[src/hw/rtl/lef_pkg.sv]
`timescale 1ns / 1ps

package lef_pkg;

  // Sizes
  localparam int LINE_DEPTH_DEF  = 32;   // line store entries
  localparam int QUEUE_DEPTH_DEF = 2;    // command queue entries
  localparam int LIMIT_W         = 6;    // width of the line_limit register
  localparam int LEN_W           = 5;    // width of the reported line length
  localparam int IDX_W           = 6;    // covers any supported store depth
  localparam logic [LIMIT_W-1:0] LIMIT_RESET = 6'd32;

  // Result kinds
  localparam logic [1:0] KIND_ECHO = 2'd0;
  localparam logic [1:0] KIND_LINE = 2'd1;
  localparam logic [1:0] KIND_END  = 2'd2;

  // Echo actions carried in a command
  localparam logic [1:0] ECHO_NONE = 2'd0;
  localparam logic [1:0] ECHO_CHAR = 2'd1;
  localparam logic [1:0] ECHO_BS   = 2'd2;

  // Character codes
  localparam logic [7:0] CH_BS    = 8'h08;
  localparam logic [7:0] CH_LF    = 8'h0A;
  localparam logic [7:0] CH_CR    = 8'h0D;
  localparam logic [7:0] CH_SPACE = 8'h20;
  localparam logic [7:0] CH_TILDE = 8'h7E;
  localparam logic [7:0] CH_DEL   = 8'h7F;

  // Register map
  localparam logic CFG_LINE_LIMIT = 1'b0;

  // One classified item handed from front to back
  typedef struct packed {
    logic [1:0]       echo;
    logic [7:0]       ch;
    logic [IDX_W-1:0] waddr;
    logic             end_line;
    logic [IDX_W-1:0] len;
  } cmd_t;

endpackage

[src/hw/rtl/line_editor_with_echo.sv]
`timescale 1ns / 1ps

// Terminal line editor with echo.
// Input channel (in_valid / in_stall / in_rx_byte): one received byte per
// transfer. Result channel (out_valid / out_stall / out_*): echo bytes,
// completed line bytes and an end-of-line marker carrying the length;
// out_last marks the final result caused by one input byte.
// Configuration: APB-style port, line_limit at byte address 0.
// The front end classifies each byte in the cycle it is taken and queues a
// command; the back end turns commands into results, one per cycle while
// the receiver takes them, and pops the next command only after the last
// result of the current one. Between input transfer and first result sit
// the queue, the back end command register and the output register. The
// front end takes a new byte every cycle until the command queue fills
// (QUEUE_DEPTH entries). A stall on the result channel holds the output
// register; the back end and then the front end wait behind it. Bytes that
// give no result queue no command. Reset empties the queue, clears the fill
// count and sets line_limit to 32; the line store needs no clearing.
module line_editor_with_echo #(
  parameter int LINE_DEPTH  = lef_pkg::LINE_DEPTH_DEF,
  parameter int QUEUE_DEPTH = lef_pkg::QUEUE_DEPTH_DEF
) (
  input  logic                      clk,
  input  logic                      rst_n,
  input  logic                      in_valid,
  output logic                      in_stall,
  input  logic [7:0]                in_rx_byte,
  output logic                      out_valid,
  input  logic                      out_stall,
  output logic [1:0]                out_kind,
  output logic [7:0]                out_byte,
  output logic [lef_pkg::LEN_W-1:0] out_line_length,
  output logic                      out_last,
  input  logic                      cfg_psel,
  input  logic                      cfg_penable,
  input  logic                      cfg_pwrite,
  input  logic [2:0]                cfg_paddr,
  input  logic [31:0]               cfg_pwdata,
  output logic [31:0]               cfg_prdata,
  output logic                      cfg_pready
);
  import lef_pkg::*;

  logic [LIMIT_W-1:0] line_limit_r;
  logic               cfg_wr;
  logic               q_full, q_push, q_pop, q_valid;
  cmd_t               push_cmd, pop_cmd;

  // Configuration register
  assign cfg_pready = 1'b1;
  assign cfg_wr     = cfg_psel && cfg_penable && cfg_pwrite &&
                      (cfg_paddr[2] == CFG_LINE_LIMIT);
  assign cfg_prdata = (cfg_paddr[2] == CFG_LINE_LIMIT) ?
                      {{(32 - LIMIT_W){1'b0}}, line_limit_r} : '0;

  always_ff @(posedge clk) begin
    if (!rst_n) begin
      line_limit_r <= LIMIT_RESET;
    end else if (cfg_wr) begin
      line_limit_r <= cfg_pwdata[LIMIT_W-1:0];
    end
  end

  lef_front #(
    .LINE_DEPTH (LINE_DEPTH)
  ) u_front (
    .clk        (clk),
    .rst_n      (rst_n),
    .line_limit (line_limit_r),
    .in_valid   (in_valid),
    .in_stall   (in_stall),
    .in_rx_byte (in_rx_byte),
    .q_full     (q_full),
    .q_push     (q_push),
    .q_cmd      (push_cmd)
  );

  lef_queue #(
    .DEPTH (QUEUE_DEPTH)
  ) u_queue (
    .clk       (clk),
    .rst_n     (rst_n),
    .push      (q_push),
    .push_data (push_cmd),
    .full      (q_full),
    .pop       (q_pop),
    .pop_valid (q_valid),
    .pop_data  (pop_cmd)
  );

  lef_back #(
    .LINE_DEPTH (LINE_DEPTH)
  ) u_back (
    .clk             (clk),
    .rst_n           (rst_n),
    .q_valid         (q_valid),
    .q_cmd           (pop_cmd),
    .q_pop           (q_pop),
    .out_valid       (out_valid),
    .out_stall       (out_stall),
    .out_kind        (out_kind),
    .out_byte        (out_byte),
    .out_line_length (out_line_length),
    .out_last        (out_last)
  );

endmodule

[src/hw/rtl/lef_ram.sv]
`timescale 1ns / 1ps

module lef_ram #(
  parameter int WIDTH = 8,
  parameter int DEPTH = 32
) (
  input  logic                     clk,
  input  logic                     we,
  input  logic [$clog2(DEPTH)-1:0] waddr,
  input  logic [WIDTH-1:0]         wdata,
  input  logic                     re,
  input  logic [$clog2(DEPTH)-1:0] raddr,
  output logic [WIDTH-1:0]         rdata_r
);

  logic [WIDTH-1:0] mem [DEPTH];

  // Write port
  always_ff @(posedge clk) begin
    if (we) begin
      mem[waddr] <= wdata;
    end
  end

  // Registered read port, holds its data until the next read
  always_ff @(posedge clk) begin
    if (re) begin
      rdata_r <= mem[raddr];
    end
  end

endmodule

[src/hw/rtl/lef_queue.sv]
`timescale 1ns / 1ps

module lef_queue #(
  parameter int DEPTH = 2
) (
  input  logic          clk,
  input  logic          rst_n,
  input  logic          push,
  input  lef_pkg::cmd_t push_data,
  output logic          full,
  input  logic          pop,
  output logic          pop_valid,
  output lef_pkg::cmd_t pop_data
);
  import lef_pkg::*;

  localparam int PW = (DEPTH > 1) ? $clog2(DEPTH) : 1;
  localparam int CW = $clog2(DEPTH + 1);

  cmd_t          slot_r [DEPTH];
  logic [PW-1:0] wr_ptr_r, wr_ptr_nxt;
  logic [PW-1:0] rd_ptr_r, rd_ptr_nxt;
  logic [CW-1:0] count_r, count_nxt;

  assign full      = (count_r == CW'(DEPTH));
  assign pop_valid = (count_r != '0);
  assign pop_data  = slot_r[rd_ptr_r];

  // Pointer and count update
  always_comb begin
    wr_ptr_nxt = wr_ptr_r;
    rd_ptr_nxt = rd_ptr_r;
    count_nxt  = count_r;
    if (push) begin
      wr_ptr_nxt = (wr_ptr_r == PW'(DEPTH - 1)) ? '0 : wr_ptr_r + 1'b1;
    end
    if (pop) begin
      rd_ptr_nxt = (rd_ptr_r == PW'(DEPTH - 1)) ? '0 : rd_ptr_r + 1'b1;
    end
    if (push && !pop) begin
      count_nxt = count_r + 1'b1;
    end else if (pop && !push) begin
      count_nxt = count_r - 1'b1;
    end
  end

  always_ff @(posedge clk) begin
    if (!rst_n) begin
      wr_ptr_r <= '0;
      rd_ptr_r <= '0;
      count_r  <= '0;
    end else begin
      wr_ptr_r <= wr_ptr_nxt;
      rd_ptr_r <= rd_ptr_nxt;
      count_r  <= count_nxt;
    end
  end

  // Entry storage
  always_ff @(posedge clk) begin
    if (push) begin
      slot_r[wr_ptr_r] <= push_data;
    end
  end

  a_no_overflow: assert property (@(posedge clk) disable iff (!rst_n)
    !(push && full && !pop))
    else $error("command queue overflow");

  a_no_underflow: assert property (@(posedge clk) disable iff (!rst_n)
    pop |-> pop_valid)
    else $error("command queue underflow");

endmodule

[src/hw/rtl/lef_front.sv]
`timescale 1ns / 1ps

module lef_front #(
  parameter int LINE_DEPTH = 32
) (
  input  logic                        clk,
  input  logic                        rst_n,
  input  logic [lef_pkg::LIMIT_W-1:0] line_limit,
  input  logic                        in_valid,
  output logic                        in_stall,
  input  logic [7:0]                  in_rx_byte,
  input  logic                        q_full,
  output logic                        q_push,
  output lef_pkg::cmd_t               q_cmd
);
  import lef_pkg::*;

  localparam int FW = $clog2(LINE_DEPTH);

  logic [FW-1:0]      fill_count_r, fill_count_nxt;
  logic [FW-1:0]      fill_after;
  logic [LIMIT_W-1:0] lim, cap, fill_ext, after_ext;
  logic               is_eol, is_bs, is_print, do_store, do_erase, end_line, in_fire;

  assign in_stall = q_full;
  assign in_fire  = in_valid && !in_stall;

  // Effective capacity from the limit register
  always_comb begin
    if (line_limit < LIMIT_W'(2)) begin
      lim = LIMIT_W'(2);
    end else if (line_limit > LIMIT_W'(LINE_DEPTH)) begin
      lim = LIMIT_W'(LINE_DEPTH);
    end else begin
      lim = line_limit;
    end
    cap = lim - 1'b1;
  end

  // Classify the byte
  assign is_eol   = (in_rx_byte == CH_CR) || (in_rx_byte == CH_LF);
  assign is_bs    = (in_rx_byte == CH_BS) || (in_rx_byte == CH_DEL);
  assign is_print = (in_rx_byte >= CH_SPACE) && (in_rx_byte <= CH_TILDE);
  assign fill_ext = LIMIT_W'(fill_count_r);
  assign do_store = is_print && (fill_ext < cap);
  assign do_erase = is_bs && (fill_count_r != '0);

  always_comb begin
    fill_after = fill_count_r;
    if (do_store) begin
      fill_after = fill_count_r + 1'b1;
    end else if (do_erase) begin
      fill_after = fill_count_r - 1'b1;
    end
  end

  assign after_ext = LIMIT_W'(fill_after);
  assign end_line  = is_eol || (after_ext >= cap);

  // Command to the back end
  always_comb begin
    q_cmd.echo     = do_store ? ECHO_CHAR : (do_erase ? ECHO_BS : ECHO_NONE);
    q_cmd.ch       = in_rx_byte;
    q_cmd.waddr    = IDX_W'(fill_count_r);
    q_cmd.end_line = end_line;
    q_cmd.len      = IDX_W'(fill_after);
  end

  assign q_push         = in_fire && (do_store || do_erase || end_line);
  assign fill_count_nxt = in_fire ? (end_line ? '0 : fill_after) : fill_count_r;

  always_ff @(posedge clk) begin
    if (!rst_n) begin
      fill_count_r <= '0;
    end else begin
      fill_count_r <= fill_count_nxt;
    end
  end

  a_fill_bound: assert property (@(posedge clk) disable iff (!rst_n)
    fill_count_r <= FW'(LINE_DEPTH - 1))
    else $error("fill count beyond store depth");

  a_eol_clears: assert property (@(posedge clk) disable iff (!rst_n)
    (in_fire && is_eol) |=> (fill_count_r == '0))
    else $error("fill count not cleared at line end");

endmodule

[src/hw/rtl/lef_back.sv]
`timescale 1ns / 1ps

module lef_back #(
  parameter int LINE_DEPTH = 32
) (
  input  logic                      clk,
  input  logic                      rst_n,
  input  logic                      q_valid,
  input  lef_pkg::cmd_t             q_cmd,
  output logic                      q_pop,
  output logic                      out_valid,
  input  logic                      out_stall,
  output logic [1:0]                out_kind,
  output logic [7:0]                out_byte,
  output logic [lef_pkg::LEN_W-1:0] out_line_length,
  output logic                      out_last
);
  import lef_pkg::*;

  localparam int FW = $clog2(LINE_DEPTH);

  localparam logic [3:0] ST_IDLE = 4'd0;
  localparam logic [3:0] ST_ECHO = 4'd1;
  localparam logic [3:0] ST_BS0  = 4'd2;
  localparam logic [3:0] ST_BS1  = 4'd3;
  localparam logic [3:0] ST_BS2  = 4'd4;
  localparam logic [3:0] ST_LF   = 4'd5;
  localparam logic [3:0] ST_CR   = 4'd6;
  localparam logic [3:0] ST_LINE = 4'd7;
  localparam logic [3:0] ST_MARK = 4'd8;

  logic [3:0]       state_r, state_nxt;
  cmd_t             cmd_r, cmd_nxt;
  logic [FW-1:0]    idx_r, idx_nxt;
  logic [FW-1:0]    len;
  logic             out_valid_r, out_valid_nxt;
  logic [1:0]       out_kind_r, out_kind_nxt;
  logic [7:0]       out_byte_r, out_byte_nxt;
  logic [LEN_W-1:0] out_len_r, out_len_nxt;
  logic             out_last_r, out_last_nxt;
  logic             slot_free, load;
  logic             ram_we, ram_re;
  logic [FW-1:0]    ram_raddr;
  logic [7:0]       ram_rdata;

  assign len       = cmd_r.len[FW-1:0];
  assign slot_free = !out_valid_r || !out_stall;

  // Line store, written as echoes are carried out
  lef_ram #(
    .WIDTH (8),
    .DEPTH (LINE_DEPTH)
  ) u_store (
    .clk     (clk),
    .we      (ram_we),
    .waddr   (cmd_r.waddr[FW-1:0]),
    .wdata   (cmd_r.ch),
    .re      (ram_re),
    .raddr   (ram_raddr),
    .rdata_r (ram_rdata)
  );

  // Result sequencer
  always_comb begin
    state_nxt    = state_r;
    cmd_nxt      = cmd_r;
    idx_nxt      = idx_r;
    q_pop        = 1'b0;
    load         = 1'b0;
    out_kind_nxt = KIND_ECHO;
    out_byte_nxt = CH_BS;
    out_len_nxt  = '0;
    out_last_nxt = 1'b0;
    ram_we       = 1'b0;
    ram_re       = 1'b0;
    ram_raddr    = '0;
    unique case (state_r)
      ST_IDLE: begin
        if (q_valid) begin
          q_pop   = 1'b1;
          cmd_nxt = q_cmd;
          if (q_cmd.echo == ECHO_CHAR) begin
            state_nxt = ST_ECHO;
          end else if (q_cmd.echo == ECHO_BS) begin
            state_nxt = ST_BS0;
          end else begin
            state_nxt = ST_LF;
          end
        end
      end
      ST_ECHO: begin
        if (slot_free) begin
          load         = 1'b1;
          out_byte_nxt = cmd_r.ch;
          out_last_nxt = !cmd_r.end_line;
          ram_we       = 1'b1;
          state_nxt    = cmd_r.end_line ? ST_LF : ST_IDLE;
        end
      end
      ST_BS0: begin
        if (slot_free) begin
          load      = 1'b1;
          state_nxt = ST_BS1;
        end
      end
      ST_BS1: begin
        if (slot_free) begin
          load         = 1'b1;
          out_byte_nxt = CH_SPACE;
          state_nxt    = ST_BS2;
        end
      end
      ST_BS2: begin
        if (slot_free) begin
          load         = 1'b1;
          out_last_nxt = !cmd_r.end_line;
          state_nxt    = cmd_r.end_line ? ST_LF : ST_IDLE;
        end
      end
      ST_LF: begin
        if (slot_free) begin
          load         = 1'b1;
          out_byte_nxt = CH_LF;
          state_nxt    = ST_CR;
        end
      end
      ST_CR: begin
        if (slot_free) begin
          load         = 1'b1;
          out_byte_nxt = CH_CR;
          // prefetch the first stored byte
          if (len != '0) begin
            ram_re    = 1'b1;
            idx_nxt   = '0;
            state_nxt = ST_LINE;
          end else begin
            state_nxt = ST_MARK;
          end
        end
      end
      ST_LINE: begin
        if (slot_free) begin
          load         = 1'b1;
          out_kind_nxt = KIND_LINE;
          out_byte_nxt = ram_rdata;
          if (idx_r == len - 1'b1) begin
            state_nxt = ST_MARK;
          end else begin
            ram_re    = 1'b1;
            ram_raddr = idx_r + 1'b1;
            idx_nxt   = idx_r + 1'b1;
          end
        end
      end
      ST_MARK: begin
        if (slot_free) begin
          load         = 1'b1;
          out_kind_nxt = KIND_END;
          out_byte_nxt = '0;
          out_len_nxt  = LEN_W'(len);
          out_last_nxt = 1'b1;
          state_nxt    = ST_IDLE;
        end
      end
      default: begin
        state_nxt = ST_IDLE;
      end
    endcase
  end

  // Output register valid
  always_comb begin
    if (load) begin
      out_valid_nxt = 1'b1;
    end else if (!out_stall) begin
      out_valid_nxt = 1'b0;
    end else begin
      out_valid_nxt = out_valid_r;
    end
  end

  always_ff @(posedge clk) begin
    if (!rst_n) begin
      state_r     <= ST_IDLE;
      out_valid_r <= 1'b0;
    end else begin
      state_r     <= state_nxt;
      out_valid_r <= out_valid_nxt;
    end
  end

  // Payload registers
  always_ff @(posedge clk) begin
    cmd_r <= cmd_nxt;
    idx_r <= idx_nxt;
    if (load) begin
      out_kind_r <= out_kind_nxt;
      out_byte_r <= out_byte_nxt;
      out_len_r  <= out_len_nxt;
      out_last_r <= out_last_nxt;
    end
  end

  assign out_valid       = out_valid_r;
  assign out_kind        = out_kind_r;
  assign out_byte        = out_byte_r;
  assign out_line_length = out_len_r;
  assign out_last        = out_last_r;

  a_idx_in_line: assert property (@(posedge clk) disable iff (!rst_n)
    (state_r == ST_LINE) |-> (idx_r < len))
    else $error("line index past line length");

  a_mark_is_last: assert property (@(posedge clk) disable iff (!rst_n)
    (out_valid_r && out_kind_r == KIND_END) |-> out_last_r)
    else $error("end marker not flagged last");

  a_pop_only_idle: assert property (@(posedge clk) disable iff (!rst_n)
    q_pop |-> (state_r == ST_IDLE))
    else $error("command taken while busy");

  a_no_load_on_stall: assert property (@(posedge clk) disable iff (!rst_n)
    (out_valid_r && out_stall) |-> !load)
    else $error("result overwritten while stalled");

endmodule
[config.mk]
export PLATFORM = sky130hd
export DESIGN_NAME = line_editor_with_echo
export DESIGN_NICKNAME = d
export VERILOG_FILES = /design/src/hw/rtl/lef_pkg.sv /design/src/hw/rtl/line_editor_with_echo.sv /design/src/hw/rtl/lef_ram.sv /design/src/hw/rtl/lef_queue.sv /design/src/hw/rtl/lef_front.sv /design/src/hw/rtl/lef_back.sv
export SDC_FILE = /design/constraint.sdc
export NUM_CORES = 1
export LEC_CHECK = 0
export ABC_AREA = 1
export BUFFER_PORTS_ARGS = -buffer_cell sky130_fd_sc_hd__buf_2
export CORE_MARGIN = 5
export CORE_UTILIZATION = 60
export CTS_BUF_LIST = sky130_fd_sc_hd__clkbuf_16
export CTS_CLUSTER_SIZE = 10
export DETAILED_ROUTE_END_ITERATION = 8
export HOLD_SLACK_MARGIN = 0.15
export PLACE_DENSITY = 0.8
export SLEW_MARGIN = 20
export SYNTH_ARGS = -nofsm -noshare
export SYNTH_HDL_FRONTEND = slang
export SYNTH_HIERARCHICAL = 1
export SYNTH_SLANG_ARGS = --single-unit
[constraint.sdc]
create_clock -name clk -period 11.28 [get_ports clk]
set_input_delay 0.564 -clock clk [delete_from_list [all_inputs] [get_ports clk]]
set_output_delay 0.564 -clock clk [all_outputs]
set_load 0.005 [all_outputs]
==> Word-level counts from Yosys, hierarchy flattened <==
Memories as Yosys holds them, arrays and structs flattened. A register that Yosys moved wholly into a read port is not among the register bits.
Cells that the tools add are included.
{ "word_totals": {"regBits": 60, "ram_bits": 298, "out_inout_bits": 51, "mem_count": 2} }
{ "classes": {"add_sub_neg": 9, "magnitude_cmp": 6, "n_eq_ne": 28, "muxes": 64, "n_bitwise": 1, "n_reduce_logical": 34} }
{ "memory_table": {"columns": ["name", "depth", "width", "rd", "rd_ports_with_merged_regs", "write_ports", "line_no", "rtl"], "rows": [
  ["u_back.u_store.mem", 32, 8, 1, 1, 1, "lef_ram.sv:16", "logic [WIDTH-1:0] mem [DEPTH];"],
  ["u_queue.slot_r", 2, 21, 1, 1, 1, "lef_queue.sv:20", "cmd_t slot_r [DEPTH];"]
]} }
{ "ops": {"columns": ["op", "count"], "rows": [
  ["5-bit two-way mux", 10],
  ["4-bit two-way mux", 12],
  ["8-bit case mux with 6 select lines", 1],
  ["4-bit case mux with 8 select lines", 1],
  ["8-bit by 4-bit equality test with 1-bit output (second input constant)", 3],
  ["6-bit two-way mux", 4],
  ["1-bit two-way mux", 21],
  ["2-bit by 1-bit != test with 1-bit output (second input constant)", 10],
  ["4-bit by 3-bit equality test with 1-bit output (second input constant)", 4],
  ["8-bit two-way mux", 2],
  ["2-bit two-way mux", 6],
  ["5-bit by 1-bit adder with 5-bit output (second input constant)", 2],
  ["1-bit logical AND", 10],
  ["5-bit case mux with 2 select lines", 1],
  ["5-bit nonzero test", 2],
  ["5-bit by 1-bit subtractor with 5-bit output (second input constant)", 2],
  ["3-bit two-way mux", 3],
  ["9-bit AND reduction", 1],
  ["4-bit by 2-bit equality test with 1-bit output (second input constant)", 2],
  ["8-bit by 7-bit equality test with 1-bit output (second input constant)", 1],
  ["8-bit by 6-bit >= comparator with 1-bit output (second input constant)", 1],
  ["8-bit by 7-bit less-or-equal comparator with 1-bit output (second input constant)", 1],
  ["8-bit OR reduction", 1],
  ["5-bit by 6-bit >= comparator with 1-bit output", 1],
  ["other kinds (23)", 40]
]} }

==> Depth between registers and ports, before layout <==
{ "logic_depth": {"depth_word": 15, "mapped_depth": 30, "mapped_depth_nobuf": 30} }

==> By module <==
The synthesis kept the hierarchy.
{ "modules_own_cells": {"columns": ["mod", "n_inst", "cells_per_inst", "area_each_um2", "seq_area_each_um2"], "rows": [
  ["lef_ram", 1, 922, 10866.7, 7927.6],
  ["lef_back", 1, 223, 2154.6, 1301.2],
  ["lef_queue", 1, 106, 1890.6, 1481.4],
  ["lef_front", 1, 161, 1018.5, 100.1],
  ["line_editor_with_echo", 1, 83, 593.1, 120.1]
]} }

==> Worst setup path before layout <==
No wires, ideal clock.
{ "synth_path": {"path_type": "flip-flop to flip-flop", "start": "register line_limit_r[2]", "end": "memory u_queue/slot_r[0][0] in the netlist's numbering (enable)", "setup_ns": 0.403, "t_arrival_ns": 4.150, "required_time_ns": 10.877, "path_slack_ns": 6.727, "stages_incl_launch_ff": 25, "synth_period_minus_slack_ns": 4.553, "cell_sequence": "dfxtp_1 nor2_2 nand2_2 o21ai_1 o21ai_1 ha_1 o21ai_0 xnor2_1 ha_1 a21oi_1 nand3_4 inv_2 nand2_1 and2_1 ha_1 inv_1 o21bai_1 nand3_1 nand3_1 nor2_1 nand3_1 nand2_1 inv_1 inv_1 nor2_1"} }
{ "synth_rtl": {"columns": ["item", "line_no", "rtl"], "rows": [
  ["from (decl)", "line_editor_with_echo.sv:44", "logic [LIMIT_W-1:0] line_limit_r;"],
  ["from (signal assigned)", "line_editor_with_echo.sv:60", "line_limit_r <= cfg_pwdata[LIMIT_W-1:0];"],
  ["to (decl)", "lef_queue.sv:20", null]
]} }

==> Worst setup path after layout <==
{ "layout_path": {"start": "register u_back/cmd_r[0] in the netlist's numbering", "end": "register u_back.u_store.rdata_r[1] (read register of u_back.u_store.mem) (data pin)"} }
{ "layout_between": {"elab_chain_len": 5} }
{ "layout_rtl": {"columns": ["item", "line_no", "rtl"], "rows": [
  ["from (decl)", "lef_back.sv:33", "cmd_t cmd_r, cmd_nxt;"],
  ["from (signal assigned)", "lef_back.sv:194", "cmd_r <= cmd_nxt;"],
  ["5-bit by 1-bit subtractor with 5-bit output", "lef_back.sv:146", "if (idx_r == len - 1'b1) begin"],
  ["5-bit equality test", "lef_back.sv:146", null],
  ["5-bit two-way mux", "lef_back.sv:146", null],
  ["5-bit two-way mux", "lef_back.sv:142", "if (slot_free) begin"],
  ["5-bit two-way mux", "lef_back.sv:77", "unique case (state_r)"],
  ["named net u_back.ram_raddr[0]", "lef_back.sv:43", "logic [FW-1:0] ram_raddr;"],
  ["to (decl)", "lef_ram.sv:13", "output logic [WIDTH-1:0] rdata_r"]
]} }
The timed path passes the listed nets, and every way through them passes these cells.
A chain may end at the register's enable or synchronous reset.

==> out/qor.txt <==
========================================================================================
Status                                                                      complete, no violations
Diodes inserted                                                                        0
Worst-path clk slew                                                              0.05 ns
Gr ovfl total                                                                          0
Layout overhead on the synthesized area                                            8.53%
Critical Path End Type                                                              flop
Portion of total power attributed to the clock network                             34.0%
Power consumption                                                                3.54 mW
Routed len/inst                                                                  18.4 µm
Die span in x                                                                     175 µm
Initial Utilization                                                                60.9%
Initial antenna violation count                                                        0
Static Leak                                                                      6.95 nW
Met3 wire length                                                                 2510 µm
CP dominant cell by count                                                   sky130_fd_sc_hd__nand2_1
Slowest cell on the critical path                                           sky130_fd_sc_hd__clkinv_2
Power dissipated by switching net loads                                         0.936 mW
Minimum setup slack in the final design                                          6.26 ns
Cell-by-cell listing of the critical path                                   inv_1 > ha_1 > inv_1 > nand2_1 > nand3_1 > nand2_1 > nor2_1 > nand3_1 > nand2_1 > nor3_2 > buf_4 > clkinv_2 > buf_4 > nand2_1 > nand3_1 > nand3_1 > nand2_1 > nand2_1 > nand2_1 > nand2_1 > nand2_1
Sequential share of power                                                          50.6%
Minimum clock period                                                             5.02 ns
Class of the tightest hold or removal check                                 primary input to flop
Number of nets still failing antenna checks after routing                              0
Peak VDD IR                                                                   0.000145 V
Number of max-capacitance violations reported                                          0
Drt pass-1 iters                                                                       7
Fraction of power spent switching nets                                             26.5%
Post-detailed-routing wire length                                               34500 µm
TritonCTS clock tree                                                               built
RSZ-0062 raised after global routing                                                  no
Largest net degree at the start of global routing                                     67
Number of warnings printed during yosys synthesis                                      6
Area of the die                                                                30700 µm²
Clock root buffer                                                           sky130_fd_sc_hd__clkbuf_16
Fill cell instance count of the final layout                                        1927
Maximum frequency from static timing analysis                                    199 MHz
Crit-path max FO                                                                      66
Via count of the first global-routing pass                                         10461
Data required time at the worst endpoint                                        11.54 ns
Final-report hold violation count                                                      0
Detailed-route DRC error count                                                         0
Cell family with the largest share of critical-path delay                   buffers and inverters
Number of endpoints failing setup at the final stage                                   0
Post-Syn Instances                                                                  1486
Number of CTS-inserted buffers                                                        43
Clock Sink Count                                                                     367
Number of buffers inserted by hold repair at cts                                       0
Setup bufs post-CTS                                                                    0
All-layer global routing usage                                                     22.4%
Number of DRC markers in iteration 0                                                1162
Via density per instance                                                            5.75
Slowest Stage Delay on Critical Path                                             0.93 ns
Portion of the clock cycle consumed by the worst path in the final layout          44.5%
Critical path data arrival time                                                  5.28 ns
Power per standard cell area                                                  199 nW/µm²
Core area                                                                      26900 µm²
Met2 Wirelength                                                                 17100 µm
Highest metal layer used by the detailed router                                     met4
Die boundary height                                                               175 µm
Average footprint of a synthesized cell                                         11.0 µm²
HPWL after detailed placement                                                   20700 µm
Max-slew headroom at the worst pin                                                 27.1%
Placement Setup Slack                                                            6.45 ns
Final Max Tran Viols                                                                   0
Number of rows in the core area                                                       60
Post-route core utilization                                                        66.1%
Number of primary I/O pins                                                           101
Fraction of layout instances using a drive strength above 1                        12.0%
Total negative setup slack                                                          0 ns
Buffers & Inverters on Critical Path                                                   5
Part of the power in combinational logic                                           15.5%
Number of vias after detailed routing                                              10784
Transition at the pin with the smallest max-transition slack                     1.09 ns
First-pass GRT wire length                                                      55000 µm
Nets                                                                                1589
M1 wire length                                                                  13900 µm
Placed cell count                                                                   1813
Skew-Pair Late Insertion Delay                                                   0.53 ns
Number of levels the H-tree was split into                                             2
Count of buffers from port buffering                                                  45
Maximum count of clock buffers along a single path                                     3
Netlist area before placement                                                  16400 µm²
Kind of critical path                                                       flop to flop
Final non-filler cell total                                                         1874
Internal                                                                         2.60 mW
CP startpoint kind                                                                  flop
Post-cts resize count                                                                  0
Gpl congestion                                                                     0.868
Skew final                                                                     0.0143 ns
========================================================================================
layout make-up:
type	count	area, µm²	area share, %
Clock buffer	45	1130	6.34
Clock inverter	11	71.3	0.402
Inverter	89	338	1.90
Multi-Input combinational cell	959	4580	25.8
Sequential cell	367	10800	60.9
Tap cell	341	427	2.40
Timing Repair Buffer	62	408	2.30
sequential cells by signal (all words and copies together) (netlist names), 6 cells and up, named ones only:
signal / flops
u_back/u_store/mem: 256
u_back/cmd_r: 19
u_queue/slot_r: 42
u_back/out_byte: 8
u_back/u_store/rdata_r: 8
line_limit_r: 6
metal layers:
layer  GRT usage [%]  vias up
met4            8.15        0
met5               0        -
met2            37.3      461
met3            3.35       92
met1            30.4     5175
li1                -     5056
power by group through the flow:
| stage | Sequential (mW) | Clock [mW] | Combinational (mW) |
|---|---|---|---|
| 2_1_floorplan | 1.81 | 0 | 0.340 |
| 6_report | 1.79 | 1.20 | 0.547 |
| 5_1_grt | 1.80 | 1.28 | 0.606 |
| 4_1_cts | 1.81 | 1.22 | 0.496 |
| 3_3_place_gp | 1.83 | 0 | 0.468 |
| 3_5_place_dp | 1.84 | 0 | 0.490 |
worst paths after layout:
path / cells past startpoint / endpoint / slack (ns) / startpoint
setup / recovery: 21 / u_back/u_store/rdata_r[1]$_DFFE_PP_ / 6.26 / u_back/cmd_r[0]$_DFFE_PP_
hold / removal: 1 / u_queue/slot_r[0][17]$_DFFE_PP_ / 0.27 / in_rx_byte[4]
setup reg to reg: 21 / u_back/u_store/rdata_r[1]$_DFFE_PP_ / 6.26 / u_back/cmd_r[0]$_DFFE_PP_
hold reg to reg: 2 / u_queue/wr_ptr_r$_SDFFE_PN0P_ / 0.54 / u_queue/wr_ptr_r$_SDFFE_PN0P_
cell usage in the layout, fill, tap and decap left out, drive strengths merged, types with 21 or more instances in the layout:
cell	n
mux2	21
conb	27
edfxtp	346
nor2	109
dfxtp	21
buf	62
nand3	251
clkbuf	45
inv	96
nand2	469
per-stage QoR:
step	cell area (µm²)	hold WS [ns]
finish	17800	0.273
floorplan	16500	0.449
global placement	16500	0.479
CTS	17700	0.252
global route	17800	0.266
detailed placement	16500	0.508
Note: power is estimated with default switching activity, not from simulation.
